### config.mk
export PLATFORM = sky130hd
export DESIGN_NAME = lsrc_front
export DESIGN_NICKNAME = d
export VERILOG_FILES = /design/src/sv/lsrc_pkg.sv /design/src/sv/lsrc_front.sv
export SDC_FILE = /design/constraint.sdc
export NUM_CORES = 1
export LEC_CHECK = 0
export ABC_AREA = 0
export BUFFER_PORTS_ARGS = -buffer_cell sky130_fd_sc_hd__buf_2
export CAP_MARGIN = 20
export CORE_MARGIN = 4
export CORE_UTILIZATION = 36
export CTS_CLUSTER_SIZE = 10
export DETAILED_ROUTE_END_ITERATION = 6
export PLACE_DENSITY = 0.69
export SLEW_MARGIN = 0
export SYNTH_ARGS = -nofsm -noshare
export SYNTH_HDL_FRONTEND = slang
export SYNTH_SLANG_ARGS = --single-unit
### constraint.sdc
create_clock -name i_clk -period 5.8 [get_ports i_clk]
set_clock_uncertainty 0.1 [all_clocks]
set_input_delay 1.45 -clock i_clk [delete_from_list [all_inputs] [get_ports i_clk]]
set_output_delay 1.45 -clock i_clk [all_outputs]
set_load 0.01 [all_outputs]
### src/sv/lsrc_pkg.sv
// Shared constants for the Lagrange sample rate converter.
// No dependencies; used by lsrc_front, lsrc_queue, lsrc_back and the top level.
package lsrc_pkg;

    // Number of taps in the history ring (5-point interpolation)
    localparam int RING_LEN = 5;

    // Depth of the job queue between the front and back parts
    localparam int JOB_DEPTH = 4;

    // Node index j used by lane k at multiply step s (skips j == k)
    function automatic int lane_node(input int k, input int s);
        return (s < k) ? s : s + 1;
    endfunction

endpackage

### src/sv/lsrc_front.sv
// Front part: accepts samples, keeps the history ring and the position,
// and issues one interpolation job per output. Depends on lsrc_pkg.
module lsrc_front #(
    parameter int SAMPLE_BITS   = 24,
    parameter int FRACTION_BITS = 16,
    parameter int MAX_OUTPUTS   = 16
) (
    input  logic                            i_clk,
    input  logic                            i_rst_n,
    input  logic                            i_cfg_we,
    input  logic [FRACTION_BITS+6:0]        i_cfg_wdata,
    input  logic                            i_take,
    input  logic signed [SAMPLE_BITS-1:0]   i_sample,
    input  logic                            i_job_full,
    output logic                            o_job_push,
    output logic [FRACTION_BITS:0]          o_job,
    output logic                            o_idle,
    output logic signed [SAMPLE_BITS-1:0]   o_hist [lsrc_pkg::RING_LEN]
);

    localparam int PB    = FRACTION_BITS + 8;
    localparam int RB    = FRACTION_BITS + 7;
    localparam int CW    = $clog2(MAX_OUTPUTS + 1);
    localparam logic [PB-1:0] ONE = PB'(1) << FRACTION_BITS;
    localparam logic [CW-1:0] CNT_MAX  = CW'(MAX_OUTPUTS);
    localparam logic [CW-1:0] CNT_LAST = CW'(MAX_OUTPUTS - 1);

    localparam logic ST_IDLE = 1'b0;
    localparam logic ST_GEN  = 1'b1;

    logic                          r_state;
    logic [PB-1:0]                 r_pos;
    logic [CW-1:0]                 r_cnt;
    logic [RB-1:0]                 r_ratio;
    logic signed [SAMPLE_BITS-1:0] r_hist [lsrc_pkg::RING_LEN];
    logic [PB-1:0]                 pos_sum;
    logic                          more;
    logic                          last;

    assign o_idle = (r_state == ST_IDLE);
    assign o_hist = r_hist;

    // Position after this output and whether another one follows
    assign pos_sum    = r_pos + PB'(r_ratio);
    assign more       = (r_pos < ONE) && (r_cnt < CNT_MAX);
    assign last       = (pos_sum >= ONE) || (r_cnt == CNT_LAST);
    assign o_job_push = (r_state == ST_GEN) && more && !i_job_full;
    assign o_job      = {last, r_pos[FRACTION_BITS-1:0]};

    // Shift the new sample in, oldest at index zero
    always_ff @(posedge i_clk) begin
        if (!i_rst_n) begin
            for (int i = 0; i < lsrc_pkg::RING_LEN; i++) begin
                r_hist[i] <= '0;
            end
        end else if (i_take) begin
            for (int i = 0; i < lsrc_pkg::RING_LEN - 1; i++) begin
                r_hist[i] <= r_hist[i+1];
            end
            r_hist[lsrc_pkg::RING_LEN-1] <= i_sample;
        end
    end

    // Hold the rate ratio
    always_ff @(posedge i_clk) begin
        if (!i_rst_n) begin
            r_ratio <= RB'(ONE);
        end else if (i_cfg_we) begin
            r_ratio <= i_cfg_wdata;
        end
    end

    // Step the position and issue jobs
    always_ff @(posedge i_clk) begin
        if (!i_rst_n) begin
            r_state <= ST_IDLE;
            r_pos   <= ONE;
            r_cnt   <= '0;
        end else begin
            case (r_state)
                ST_IDLE: begin
                    if (i_take) begin
                        r_pos   <= (r_pos >= ONE) ? r_pos - ONE : '0;
                        r_cnt   <= '0;
                        r_state <= ST_GEN;
                    end
                end
                ST_GEN: begin
                    if (!more) begin
                        r_state <= ST_IDLE;
                    end else if (!i_job_full) begin
                        r_pos <= pos_sum;
                        r_cnt <= r_cnt + 1'b1;
                    end
                end
                default: r_state <= ST_IDLE;
            endcase
        end
    end

endmodule

Word-level counts from Yosys, hierarchy flattened
Cells that the tools add are included.

storage, ports and cells
  bits in registers = 173
  input port bits = 52
  output and inout port bits = 139
  logic and storage cells = 39

cells by class
  add/sub/neg operators = 3
  order comparisons = 4
  equality and inequality tests = 4
  multiplexer cells = 12
  bitwise operators = 1
  reduce and logical (&&, ||, !) cells = 6

operator list
  kind                                                                             number
  24-bit 2-to-1 mux                                                                4
  24-bit by 17-bit >= comparator with 1-bit output (second input constant)         2
  24-bit one-hot mux with 2 select lines                                           1
  24-bit by 23-bit adder with 24-bit output                                        1
  24-bit by 17-bit less-than comparator with 1-bit output (second input constant)  1
  24-bit by 17-bit subtractor with 24-bit output (second input constant)           1
  5-bit 2-to-1 mux                                                                 3
  5-bit one-hot mux with 2 select lines                                            1
  5-bit by 1-bit adder with 5-bit output (second input constant)                   1
  5-bit by 4-bit == test with 1-bit output (second input constant)                 1
  5-bit less-than comparator (second input constant)                               1
  2-bit inequality test (second input constant)                                    2
  1-bit logical AND                                                                3
  3-bit AND reduction                                                              1
  1-bit 2-to-1 mux                                                                 2
  2-bit by 1-bit inequality test with 1-bit output (second input constant)         1
  1-bit one-hot mux with 2 select lines                                            1
  1-bit zero test                                                                  1
  1-bit logical OR                                                                 1
  1-bit inverter                                                                   1

Depth between registers and ports, before layout
  word-level depth = 4
  gate-level depth with buffers = 10
  mapped depth without buffers = 9

Worst setup path before layout
No wires, ideal clock.

  path type = register to output
  from = reg r_pos[9]
  to = out o_job[16]
  data arrival time = 2.627 ns
  required time = 4.250 ns
  setup slack = 1.623 ns
  stages on the path, launching flop included = 10
  path buffers = 1
  cell sequence = dfxtp_1 > ha_1 > a21oi_1 > o211ai_1 > a2111oi_0 > a211oi_1 > or3_1 > a2111oi_0 > nand4_1 > buf_4

between the ends
  cells in the longest elaborated chain, start to end = 3

ends and longest elaborated chain
  element                                           RTL line          RTL
  from (decl)                                       lsrc_front.sv:32  logic [PB-1:0] r_pos;
  from (signal assigned)                            lsrc_front.sv:83  r_pos <= (r_pos >= ONE) ? r_pos - ONE : '0;
  from (signal assigned)                            lsrc_front.sv:92  r_pos <= pos_sum;
  24-bit by 23-bit adder with 24-bit output         lsrc_front.sv:44  assign pos_sum = r_pos + PB'(r_ratio);
  24-bit by 17-bit >= comparator with 1-bit output  lsrc_front.sv:46  assign last = (pos_sum >= ONE) || (r_cnt == CNT_LAST);
  1-bit logical OR                                  lsrc_front.sv:46
  to (decl)                                         lsrc_front.sv:16  output logic [FRACTION_BITS:0] o_job,

Every way passes these cells.

Final worst setup path
Same ends and word-level chain as after synthesis.

==> results by group <==
Setup path
  – Worst Path Arrival: 3710 ps
  – Crit end category: output pin
  – Largest fanout on the critical path: 6
  – WS Path Type: flip-flop to output pin
  – Worst EP required: 4250 ps
  – Worst setup SP type: flip-flop

Global route
  – Antenna violations before repair: 5
  – GRT Total Usage: 15.9%
  – Congestion Overflow GR: 0
  – First-pass GRT wire length: around 33,000 um
  – Most Crowded Layer GR: met2
  – Largest net degree at the start of global routing: 136
  – Met2 GRT Util: between 20% and 30%
  – Global routing usage on met1: between 20% and 30%
  – Met3 Usage GRT: 3.71%
  – Vias in the first global route: 6,042

CTS
  – Clock Latency Late Sink: 430 ps
  – TritonCTS Buffers: 17
  – Longest Clk Path Bufs: 2
  – Worst-path clk slew: around 80 ps
  – Clk root buf: clkbuf_16
  – # Post-CTS Setup Buffers: 0
  – Clk sinks: ~170
  – TritonCTS clock tree: built
  – Hold buffer count at CTS: 0
  – Post-cts resize count: 0
  – CTS H-tree lvls: 4

STA
  – Fmax achieved: 190 MHz
  – Measured slew at the worst slew-check pin: 937 ps
  – Headroom to the max-slew limit: 37.6%
  – TNS Setup: 0 ps
  – RSZ-0062 raised after global routing: false
  – Slew Viols, Final: 0
  – Final worst slack: 542 ps
  – Final setup fails: 0
  – Fin crit period: 5260 ps
  – Hold Vio Cnt, Final: 0
  – Crit share post-route: 90.6%

Power
  – Peak supply drop: 0.196 mV
  – Switch Pwr: around 790 uW
  – P_int: 1960 uW
  – Leakage Power: 0.00461 uW
  – Reg power frac: 45.8%
  – Switching part of the total: 28.6%
  – Clock power frac: between 40% and 50%
  – Combinational power share: between 10% and 20%
  – Cell Pwr Density: 278 nW/um^2

Floorplan
  – Initial core utilization: a little under two fifths
  – Die area: 25,200 um^2
  – # IOs: between 150 and 200
  – Core area: 22,100 um^2
  – Row count: 54
  – Die H: 159 um
  – Die Wd: 159 um

Logic synthesis
  – Syn Area/Cell: 9.70 um^2
  – Synth top area cells: dfxtp_1 (42%), mux2i_1 (18%), nor2b_1 (12%)
  – Post-synthesis sequential area ratio: roughly 42%
  – Primary FF master, synth: dfxtp_1
  – Post-synth EDFFs: 0
  – Post-Synthesis Cells: between 800 and 900
  – Area share of the largest cell type after synthesis: between 40 and 50%
  – Register bit total from synthesis: 173
  – Syn nets: 924
  – Synth area leader: dfxtp_1
  – FFs w/ async S/R, synth: 0%
  – Post-Syn Area: about 8200 um^2
  – YS warnings: 0
  – Synth cell types: 59

Routing
  – Vias: 6,448
  – DR vias/cell: 5.00
  – Pre-antenna DRT Iters: 4
  – Final ANT Viol Nets: 0
  – DRC: 0
  – DRT iter0 DRCs: 403
  – WL/cell: 16.1 um
  – Routed wire length: a little over 20,000 um

Layout
  – Post-Layout Inst Area: 9880 um^2
  – Final #Nets: 1,073
  – Share of cells above drive strength 1: 23.2%
  – Area Overhead vs Synth: 20.7%
  – Layout Cells excl Fill: 1,289
  – Util after Layout: 44.7%
  – Most common cell after layout, fill and taps aside: buf_2
  – Most frequent cells in the layout: buf_2 (188), dfxtp_1 (173), nor2b_1 (151)
  – Fillers: 2,142

Place
  – Routability Congestion: 0.909
  – Placed cell count: 1,251
  – Place WS: 1020 ps
  – Post-DP Area: 9200 um^2
  – HPWL Detailed: between 10,000 and 15,000 um
  – Port Buffer Count: 190

Job
  – Max Cap Viol: 0

Status
  – Outcome: finished clean

Worst hold path
  – Worst Hold Class: flip-flop to flip-flop
-- power by group through the flow --
stage          logic (uW)  registers, uW  clock network [uW]
2_1_floorplan         211           1280                   0
3_3_place_gp          299           1280                   0
3_5_place_dp          302           1280                   0
4_1_cts               302           1260                1230
5_1_grt               333           1260                1270
6_report              304           1260                1180
-- flip-flops by register name, indices dropped and copies added (netlist names) --
register / flops
r_pos: 24
r_cnt: 5
o_hist: 120
r_ratio: 23
r_state: 1
-- cell type report --
type | count | area, um^2 | share of cell area [%]
repair buffers | 196 | 1030 | 10.4
inverters | 10 | 37.5 | 0.380
well taps | 280 | 350 | 3.55
flip-flops and latches | 173 | 3460 | 35.1
clock buffers | 17 | 425 | 4.31
clock inverters | 15 | 199 | 2.01
multi-input cells | 595 | 4370 | 44.2
diodes | 3 | 7.51 | 0.0760
-- kinds of logic (layout without fill, tap and decap cells) --
| kind of cell | count (synthesis) | in the layout | share of synthesized area (%) |
|---|---|---|---|
| other | 0 | 3 | 0 |
| muxes | 145 | 145 | 17.7 |
| and+or+nand+nor | 284 | 284 | 19.6 |
| AOI/OAI and AO/OA | 124 | 124 | 10.1 |
| DFF | 173 | 173 | 42.3 |
| xor gates and xnor gates | 14 | 14 | 1.50 |
| buffers and inverters | 76 | 238 | 4.37 |
| adders and majority gates | 28 | 28 | 4.37 |
-- path summary, 6_finish.rpt --
kind                         start                      to  slack [ps]  cells past startpoint
max reg2reg     r_state$_SDFF_PN0_  r_pos[15]$_SDFFE_PN0P_        2560                      5
min reg2reg  r_pos[5]$_SDFFE_PN0P_   r_pos[5]$_SDFFE_PN0P_         390                      2
max          r_pos[9]$_SDFFE_PN0P_               o_job[16]         540                      9
min          r_pos[5]$_SDFFE_PN0P_   r_pos[5]$_SDFFE_PN0P_         390                      2
-- per-stage QoR --
stage               total power [uW]  hold WS [ps]
floorplan                       1490           346
global placement                1580           374
detailed placement              1590           384
CTS                             2790           402
global route                    2870           429
finish                          2740           392
-- critical path, cell delays in order (launching register included) --
cell       delay [ps]
dfxtp_1           340
ha_1              380
a21oi_1           300
o211ai_1          160
a2111oi_0         560
a211oi_1          230
or3_1             370
a2111oi_0         540
nand4_1           210
buf_2             190
-- cells in the mapped netlist (3+ instances only) --
master,instances
a21boi_0,15
or3_1,5
nor4_1,7
nor3_1,4
clkbuf_1,33
buf_4,17
nor2b_1,151
inv_1,10
mux2i_1,145
nand2_1,39
a2111oi_0,3
a22oi_1,4
a32oi_1,3
a21oi_1,28
a21o_1,11
nor2_1,23
xnor2_1,10
ha_1,27
o211ai_1,4
dfxtp_1,173
xor2_1,4
a211o_1,3
or4_1,4
o21ai_0,27
and2_1,6
and3_1,5
nand4_1,5
nand3_1,24
o21a_1,5
buf_1,14
-- metal layers --
| metal | wire length (um) | vias to the layer above |
|---|---|---|
| li1 | - | 3239 |
| met1 | 9590 | 2997 |
| met2 | 9650 | 176 |
| met3 | 1020 | 32 |
| met4 | 457 | 4 |
| met5 | 32 | - |
(Power assumes the default switching activity.)
