==> src/sv/lsrc_pkg.sv <==
// Shared constants for the Lagrange sample rate converter.
// No dependencies; used by lsrc_front, lsrc_queue, lsrc_back and the top level.
package lsrc_pkg;

    // Number of taps in the history ring (5-point interpolation)
    localparam int RING_LEN = 5;

    // Depth of the job queue between the front and back parts
    localparam int JOB_DEPTH = 4;

    // Node index j used by lane k at multiply step s (skips j == k)
    function automatic int lane_node(input int k, input int s);
        return (s < k) ? s : s + 1;
    endfunction

endpackage

==> src/sv/lsrc_queue.sv <==
// Small register FIFO carrying interpolation jobs from front to back.
// Depends on lsrc_pkg for its depth.
module lsrc_queue #(
    parameter int WIDTH = 17
) (
    input  logic             i_clk,
    input  logic             i_rst_n,
    input  logic             i_wr,
    input  logic [WIDTH-1:0] i_data,
    input  logic             i_rd,
    output logic [WIDTH-1:0] o_data,
    output logic             o_full,
    output logic             o_empty
);

    localparam int PTR_W = $clog2(lsrc_pkg::JOB_DEPTH);
    localparam int CNT_W = PTR_W + 1;

    logic [WIDTH-1:0] r_mem [lsrc_pkg::JOB_DEPTH];
    logic [PTR_W-1:0] r_wr_ptr, r_rd_ptr;
    logic [CNT_W-1:0] r_count;

    assign o_full  = (r_count == CNT_W'(lsrc_pkg::JOB_DEPTH));
    assign o_empty = (r_count == '0);
    assign o_data  = r_mem[r_rd_ptr];

    // Store a request at the write pointer
    always_ff @(posedge i_clk) begin
        if (i_wr && !o_full) begin
            r_mem[r_wr_ptr] <= i_data;
        end
    end

    // Advance pointers and count
    always_ff @(posedge i_clk) begin
        if (!i_rst_n) begin
            r_wr_ptr <= '0;
            r_rd_ptr <= '0;
            r_count  <= '0;
        end else begin
            if (i_wr && !o_full) begin
                r_wr_ptr <= r_wr_ptr + 1'b1;
            end
            if (i_rd && !o_empty) begin
                r_rd_ptr <= r_rd_ptr + 1'b1;
            end
            case ({i_wr && !o_full, i_rd && !o_empty})
                2'b10:   r_count <= r_count + 1'b1;
                2'b01:   r_count <= r_count - 1'b1;
                default: r_count <= r_count;
            endcase
        end
    end

endmodule

==> config.mk <==
export PLATFORM = sky130hd
export DESIGN_NAME = lsrc_queue
export DESIGN_NICKNAME = d
export VERILOG_FILES = /design/src/sv/lsrc_pkg.sv /design/src/sv/lsrc_queue.sv
export SDC_FILE = /design/constraint.sdc
export NUM_CORES = 1
export LEC_CHECK = 0
export BUFFER_PORTS_ARGS = -buffer_cell sky130_fd_sc_hd__buf_4
export CELL_PAD_IN_SITES_DETAIL_PLACEMENT = 1
export CELL_PAD_IN_SITES_GLOBAL_PLACEMENT = 2
export CORE_ASPECT_RATIO = 1.75
export CORE_MARGIN = 2
export CORE_UTILIZATION = 43
export DETAILED_ROUTE_END_ITERATION = 6
export GPL_ROUTABILITY_DRIVEN = 1
export HOLD_SLACK_MARGIN = 0.08
export PLACE_DENSITY_LB_ADDON = 0.12
export SETUP_SLACK_MARGIN = 0.02
export SYNTH_ARGS = -nofsm -noshare
export SYNTH_HDL_FRONTEND = slang
export SYNTH_SLANG_ARGS = --single-unit
==> constraint.sdc <==
create_clock -name i_clk -period 2.5 [get_ports i_clk]
set_input_delay 0.25 -clock i_clk [delete_from_list [all_inputs] [get_ports i_clk]]
set_output_delay 0.25 -clock i_clk [all_outputs]
set_load 0.005 [all_outputs]
**After elaboration in Yosys (flattened, before gate mapping)**

Memories as Yosys holds them, arrays and structs flattened. A register that Yosys moved wholly into a read port is not among the register bits.
Index checks and enable logic that the tools add are counted.

- Output and inout port bits: 19
- Flip-flop bits (word level): 7
- Memories: 1
- Input port bits: 21
- Bits in writable memories: 68
- Logic and storage cells: 22

- Add/subtract/negate cells: 4
- Reduce and logical (&&, ||, !) cells: 6
- Equality and inequality tests: 3
- Muxes and demuxes: 5

Memory list:

| memory | depth | width | read ports | clocked after memory_dff | write ports | line | text |
|---|---|---|---|---|---|---|---|
| r_mem | 4 | 17 | 1 | 1 | 1 | lsrc_queue.sv:19 | `logic [WIDTH-1:0] r_mem [lsrc_pkg::JOB_DEPTH];` |

Operators by type and width:

| cell | number |
|---|---|
| 3-bit case mux with 2 select lines | 1 |
| 2-bit by 1-bit adder with 2-bit output (second input constant) | 2 |
| 2-bit two-way mux | 2 |
| 3-bit by 1-bit adder with 3-bit output (second input constant) | 1 |
| 3-bit equality test (second input constant) | 1 |
| 3-bit logical NOT | 1 |
| 3-bit by 1-bit subtractor with 3-bit output (second input constant) | 1 |
| 2-bit by 1-bit equality test with 1-bit output (second input constant) | 1 |
| 2-bit equality test (second input constant) | 1 |
| 1-bit logical AND | 2 |
| 1-bit logical NOT | 2 |
| 1-bit two-way mux | 2 |
| 2-bit nonzero test | 1 |

**Logic depth before layout (Yosys ltp)**

- Depth after elaboration: 5
- Depth in mapped cells: 10
- Gate-level depth less buffers: 9

**Worst setup path after synthesis**

Ideal clock, no wire load.

- Path type: register to register
- From: register r_count[2]
- To: register r_count[2]
- Data required time: 2,430 ps
- Path buffers: 1
- Arrival time: 1,943 ps
- Setup time: 70 ps
- Cell stages (with the launch flop): 11
- Clock period less this slack: 2,013 ps
- Path slack: 487 ps
- Path through: dfxtp_1 > nor3b_2 > nor2b_1 > buf_2 > inv_2 > ha_1 > inv_1 > fa_1 > xor2_1 > or3_1 > a21boi_1

- Cells in the longest elaborated chain, start to end: 5
- Elaborated cells on any way between the ends: 12
- Classes of those cells: add/sub (2); eq/ne (3); mux (1); reduce/logical (6)

RTL lines:

| item | line | text |
|---|---|---|
| from (decl) | lsrc_queue.sv:21 | `logic [CNT_W-1:0] r_count;` |
| from (signal assigned) | lsrc_queue.sv:48 | `2'b10: r_count <= r_count + 1'b1;` |
| from (signal assigned) | lsrc_queue.sv:49 | `2'b01: r_count <= r_count - 1'b1;` |
| from (signal assigned) | lsrc_queue.sv:50 | `default: r_count <= r_count;` |
| 3-bit equality test * | lsrc_queue.sv:23 | `assign o_full = (r_count == CNT_W'(lsrc_pkg::JOB_DEPTH));` |
| net o_full | lsrc_queue.sv:12 | `output logic o_full,` |
| 1-bit logical NOT * | lsrc_queue.sv:47 | `case ({i_wr && !o_full, i_rd && !o_empty})` |
| 1-bit logical AND * | lsrc_queue.sv:47 |  |
| 2-bit by 1-bit equality test with 1-bit output or 2-bit equality test (tied branches) | lsrc_queue.sv:47 |  |
| 3-bit case mux with 2 select lines or 2-bit nonzero test (tied branches) | -- |  |

Mark *: on every way through the listed nets, which the timed path passes. The rest lies on a longest branch.
A chain may end at the register's enable or synchronous reset.

**Worst setup path after layout**

- From: register r_count[2]
- To: register r_count[2]

- Cells in the longest elaborated chain, start to end: 5
- Elaborated cells on any way between the ends: 12
- Classes of those cells: add/sub (2); eq/ne (3); mux (1); reduce/logical (6)

RTL lines:

| item | line |
|---|---|
| 3-bit equality test or 3-bit logical NOT (tied branches) | lsrc_queue.sv:23, lsrc_queue.sv:24 |
| 1-bit logical NOT | lsrc_queue.sv:47 |
| 1-bit logical AND | lsrc_queue.sv:47 |
| 2-bit by 1-bit equality test with 1-bit output or 2-bit equality test (tied branches) | lsrc_queue.sv:47 |
| 3-bit case mux with 2 select lines or 2-bit nonzero test (tied branches) | -- |

Parallel ways exist; a longest one is shown, timed or not.

==> results.yml <==
outcome:
  result_of_the_run: "completed"
setup_path:
  path_delay_family: "simple AND/OR/NAND/NOR gates"
  worstPathRequired_ps: 2760
  rr_worst_depth: 9
  worst_path_largest_cell_delay_ps: 380
  worstSetupStartpointType: "flop"
  crit_chain: "nor3b_2 > nor2b_1 > inv_2 > ha_1 > inv_1 > fa_1 > xor2_1 > or3_1 > a21boi_1"
  crit-reg2reg-launch: "r_count[2]"
  slowest_stage: "sky130_fd_sc_hd__dfxtp_1"
  cp_max_fo: 7
  data_arrival_at_the_endpoint_of_the_critical_path_ps: 2460
  crit-reg2reg-capture: "r_count[2]"
  setup.worst_path.end_class: "flop"
  setup.worst_path.class: "reg2reg"
  r2r_setup_slack_ps: 300
  number_of_buffer_and_inverter_instances_along_the_worst_setup_path: 2
logic_synthesis:
  total_standard_cell_area_after_synthesis_sq_um: 2960
  mappedNetlistNets: 170
  dominantRegCellSynth: "sky130_fd_sc_hd__edfxtp_1"
  area_share_of_the_leading_cell_type_in_the_synthesized_netlist_pct: 69.0
  synth_sequential_area_ratio_pct: 75.1
  yosys-top-cells-count: "sky130_fd_sc_hd__edfxtp_1 (68), sky130_fd_sc_hd__mux4_2 (17), sky130_fd_sc_hd__dfxtp_1 (9), sky130_fd_sc_hd__nand2_1 (7), sky130_fd_sc_hd__and2_1 (6)"
  synth.most_common_cell: "sky130_fd_sc_hd__edfxtp_1"
  synth_top_cells_by_area: "sky130_fd_sc_hd__edfxtp_1 (69%), sky130_fd_sc_hd__mux4_2 (13%), sky130_fd_sc_hd__dfxtp_1 (6.1%)"
  syn_area_per_cell_sq_um: 20.7
  synth.yosys.warnings: 0
  synthArstFlopShare_pct: 0
  synth_enable_flop_cells: 68
  synthDistinctLibCells: 23
  ys_ff_latch: 77
  syn_inst: 143
  synth.largest_area_cell: "sky130_fd_sc_hd__edfxtp_1"
routing:
  initial_drt_markers: 80
  routed_wire_length_per_instance_microns: 18.2
  drt_drc_violations_left: 0
  dr_total_vias: 1451
  avgViaCountPerCell: 5.13
  detail-route-antenna-nets: 0
  routed_wl_microns: 5150
  drt_pre_antenna_iters: 4
placed_design:
  dpl.cell_count: 267
  gp_routability_congestion: 0.695
  place.port_buffers: 39
  hpwlAfterDp_microns: 3580
  dpl_cell_area_sq_um: 3370
floorplanning:
  vertical_extent_of_the_die_microns: 114
  die_area_sq_um: 7590
  start_util_pct: 43.8
  fp.dieW_microns: 66.7
  io_pins: 40
  core-area_sq_um: 6760
  std_cell_rows: 40
finish:
  layout.filler_cells: 637
  area_used_by_multi_input_combinational_logic_sq_um: 666
  syn_to_final_growth_pct: 23.5
  area.sequential_sq_um: 2220
  final_layout_size_suffix_gt1_share_pct: 39.2
  fin_nets: 221
  antenna_cells_inserted: 0
  final_cells: 283
  stdcell_area_sq_um: 3660
clocking:
  postCtsSetupBuffers: 0
  tritoncts.num_buffers: 9
  clock_root_buffer_master: "sky130_fd_sc_hd__clkbuf_16"
  post_cts_resized: 0
  clk_transition_reported_paths_ps: 50
  cts_max_level: 3
  max-clock-path-buffers: 2
  clock_sink_count: 77
  postCtsHoldBufs: 0
  clk_latency_ps: 330
  cts_tree: "yes"
sta:
  worstMarginPinSlew_ps: 516
  final.setup_skew_ps: 4.45
  rsz0062_at_grt: "no"
  setup_tns_ps: 0
  fmax_ghz: 0.454
  slew_viol_final: 0
  final.period_utilization_pct: 88.0
  period_minus_slack_ps: 2200
  slew_headroom_pct: 65.5
  timing_hold_violations_final: 0
  final_setup_violation_count: 0
global_route:
  use_met1_pct: 17.2
  grt_busiest_layer: "met2"
  pin_count_of_the_biggest_net_entering_global_routing: 18
  globalRouteMet3Util_pct: 5.13
  antenna_found_initial: 0
  globalRoute.totalOverflow: 0
  total_routing_resource_utilization_after_global_routing_pct: 15.7
  via_count_of_the_first_global_routing_pass: 1613
  grt_pass1_wl_microns: 8290
  met2_usage_grt_pct: 27.1
worst_hold_path:
  worstHoldPathType: "in2reg"
  worst_hold_path_cell_count: 1
  hold_path_startpoint: "i_data[16]"
  min_delay_worst_endpoint: "r_mem[0][16]"
pwr:
  static-leakage-power_nw: 1.28
  p_total_w: 0.00370
  ir_worst_vdd_mv: 0.637
  powerDensity_nw_per_um2: 1010
flow_run:
  maxCapViolCount: 0
kinds of logic after synthesis:
family,count (synthesis),synth area share [%]
buffers and inverters,12,2.45
DFF,77,75.1
xor gates and xnor gates,2,0.592
AOI/OAI and AO/OA,7,1.35
and+or+nand+nor,20,4.14
adders and majority gates,6,2.79
muxes,19,13.6
power breakdown:
part	switching (W)	internal (W)	total, W	leakage, nW
Sequential	0.0000872	0.00156	0.00165	0.698
Combinational	0.000357	0.000488	0.000845	0.443
Clock	0.000450	0.000759	0.00121	0.135
Total	0.000894	0.00281	0.00370	1.28
state kept, by name, indices dropped and copies added, names as in the netlist, named ones only:
register / count
r_wr_ptr: 2
r_mem: 68
r_rd_ptr: 2
r_count: 3
metal layers:
metal | share of wire, % | vias to the layer above
met3 | 4.8 | 9
li1 | - | 660
met2 | 58 | 32
met4 | 1.9 | 0
met1 | 35 | 750
met5 | 0 | -
how the worst max path moves through the flow:
stage                          start          to  slack [ps]  cells past startpoint
after floorplan           r_count[2]  r_count[2]         490                     10
after global placement    r_count[2]  r_count[2]         490                      9
after detailed placement  r_count[2]  r_count[2]         290                      9
after CTS                 r_count[2]  r_count[2]         280                      9
after global routing      r_count[2]  r_count[2]         180                      9
final                     r_count[2]  r_count[2]         300                      9
metrics by stage:
step | util [%] | hold slack (ps) | setup WS [ps]
after global placement | 49.9 | 449 | 494
after global routing | 54.1 | 113 | 179
after CTS | 54.1 | 109 | 280
after floorplan | - | 349 | 487
after detailed placement | 49.9 | 453 | 292
final | 54.1 | 121 | 299
layout by cell type (no fill, tap or decap), types with 2 or more instances in the layout:
master	Yosys	layout
sky130_fd_sc_hd__edfxtp_1	68	68
sky130_fd_sc_hd__buf_4	0	45
sky130_fd_sc_hd__mux4_2	17	17
sky130_fd_sc_hd__dfxtp_1	9	9
sky130_fd_sc_hd__clkbuf_16	0	9
sky130_fd_sc_hd__nand2_1	7	7
sky130_fd_sc_hd__and2_1	6	6
sky130_fd_sc_hd__inv_1	5	5
sky130_fd_sc_hd__o21ai_0	5	5
sky130_fd_sc_hd__ha_1	5	5
sky130_fd_sc_hd__clkinv_1	0	3
sky130_fd_sc_hd__nor2b_1	2	2
sky130_fd_sc_hd__mux2i_1	2	2
sky130_fd_sc_hd__or3_1	2	2
sky130_fd_sc_hd__a21boi_1	2	2
layout make-up:
class | instances | area share [%]
Tap cell | 84 | 2.87
Multi-Input combinational cell | 54 | 18.2
Clock inverter | 6 | 1.47
Sequential cell | 77 | 60.8
Clock buffer | 10 | 6.26
Inverter | 6 | 0.616
Timing Repair Buffer | 46 | 9.79
Note: power is estimated with default switching activity, not from simulation.
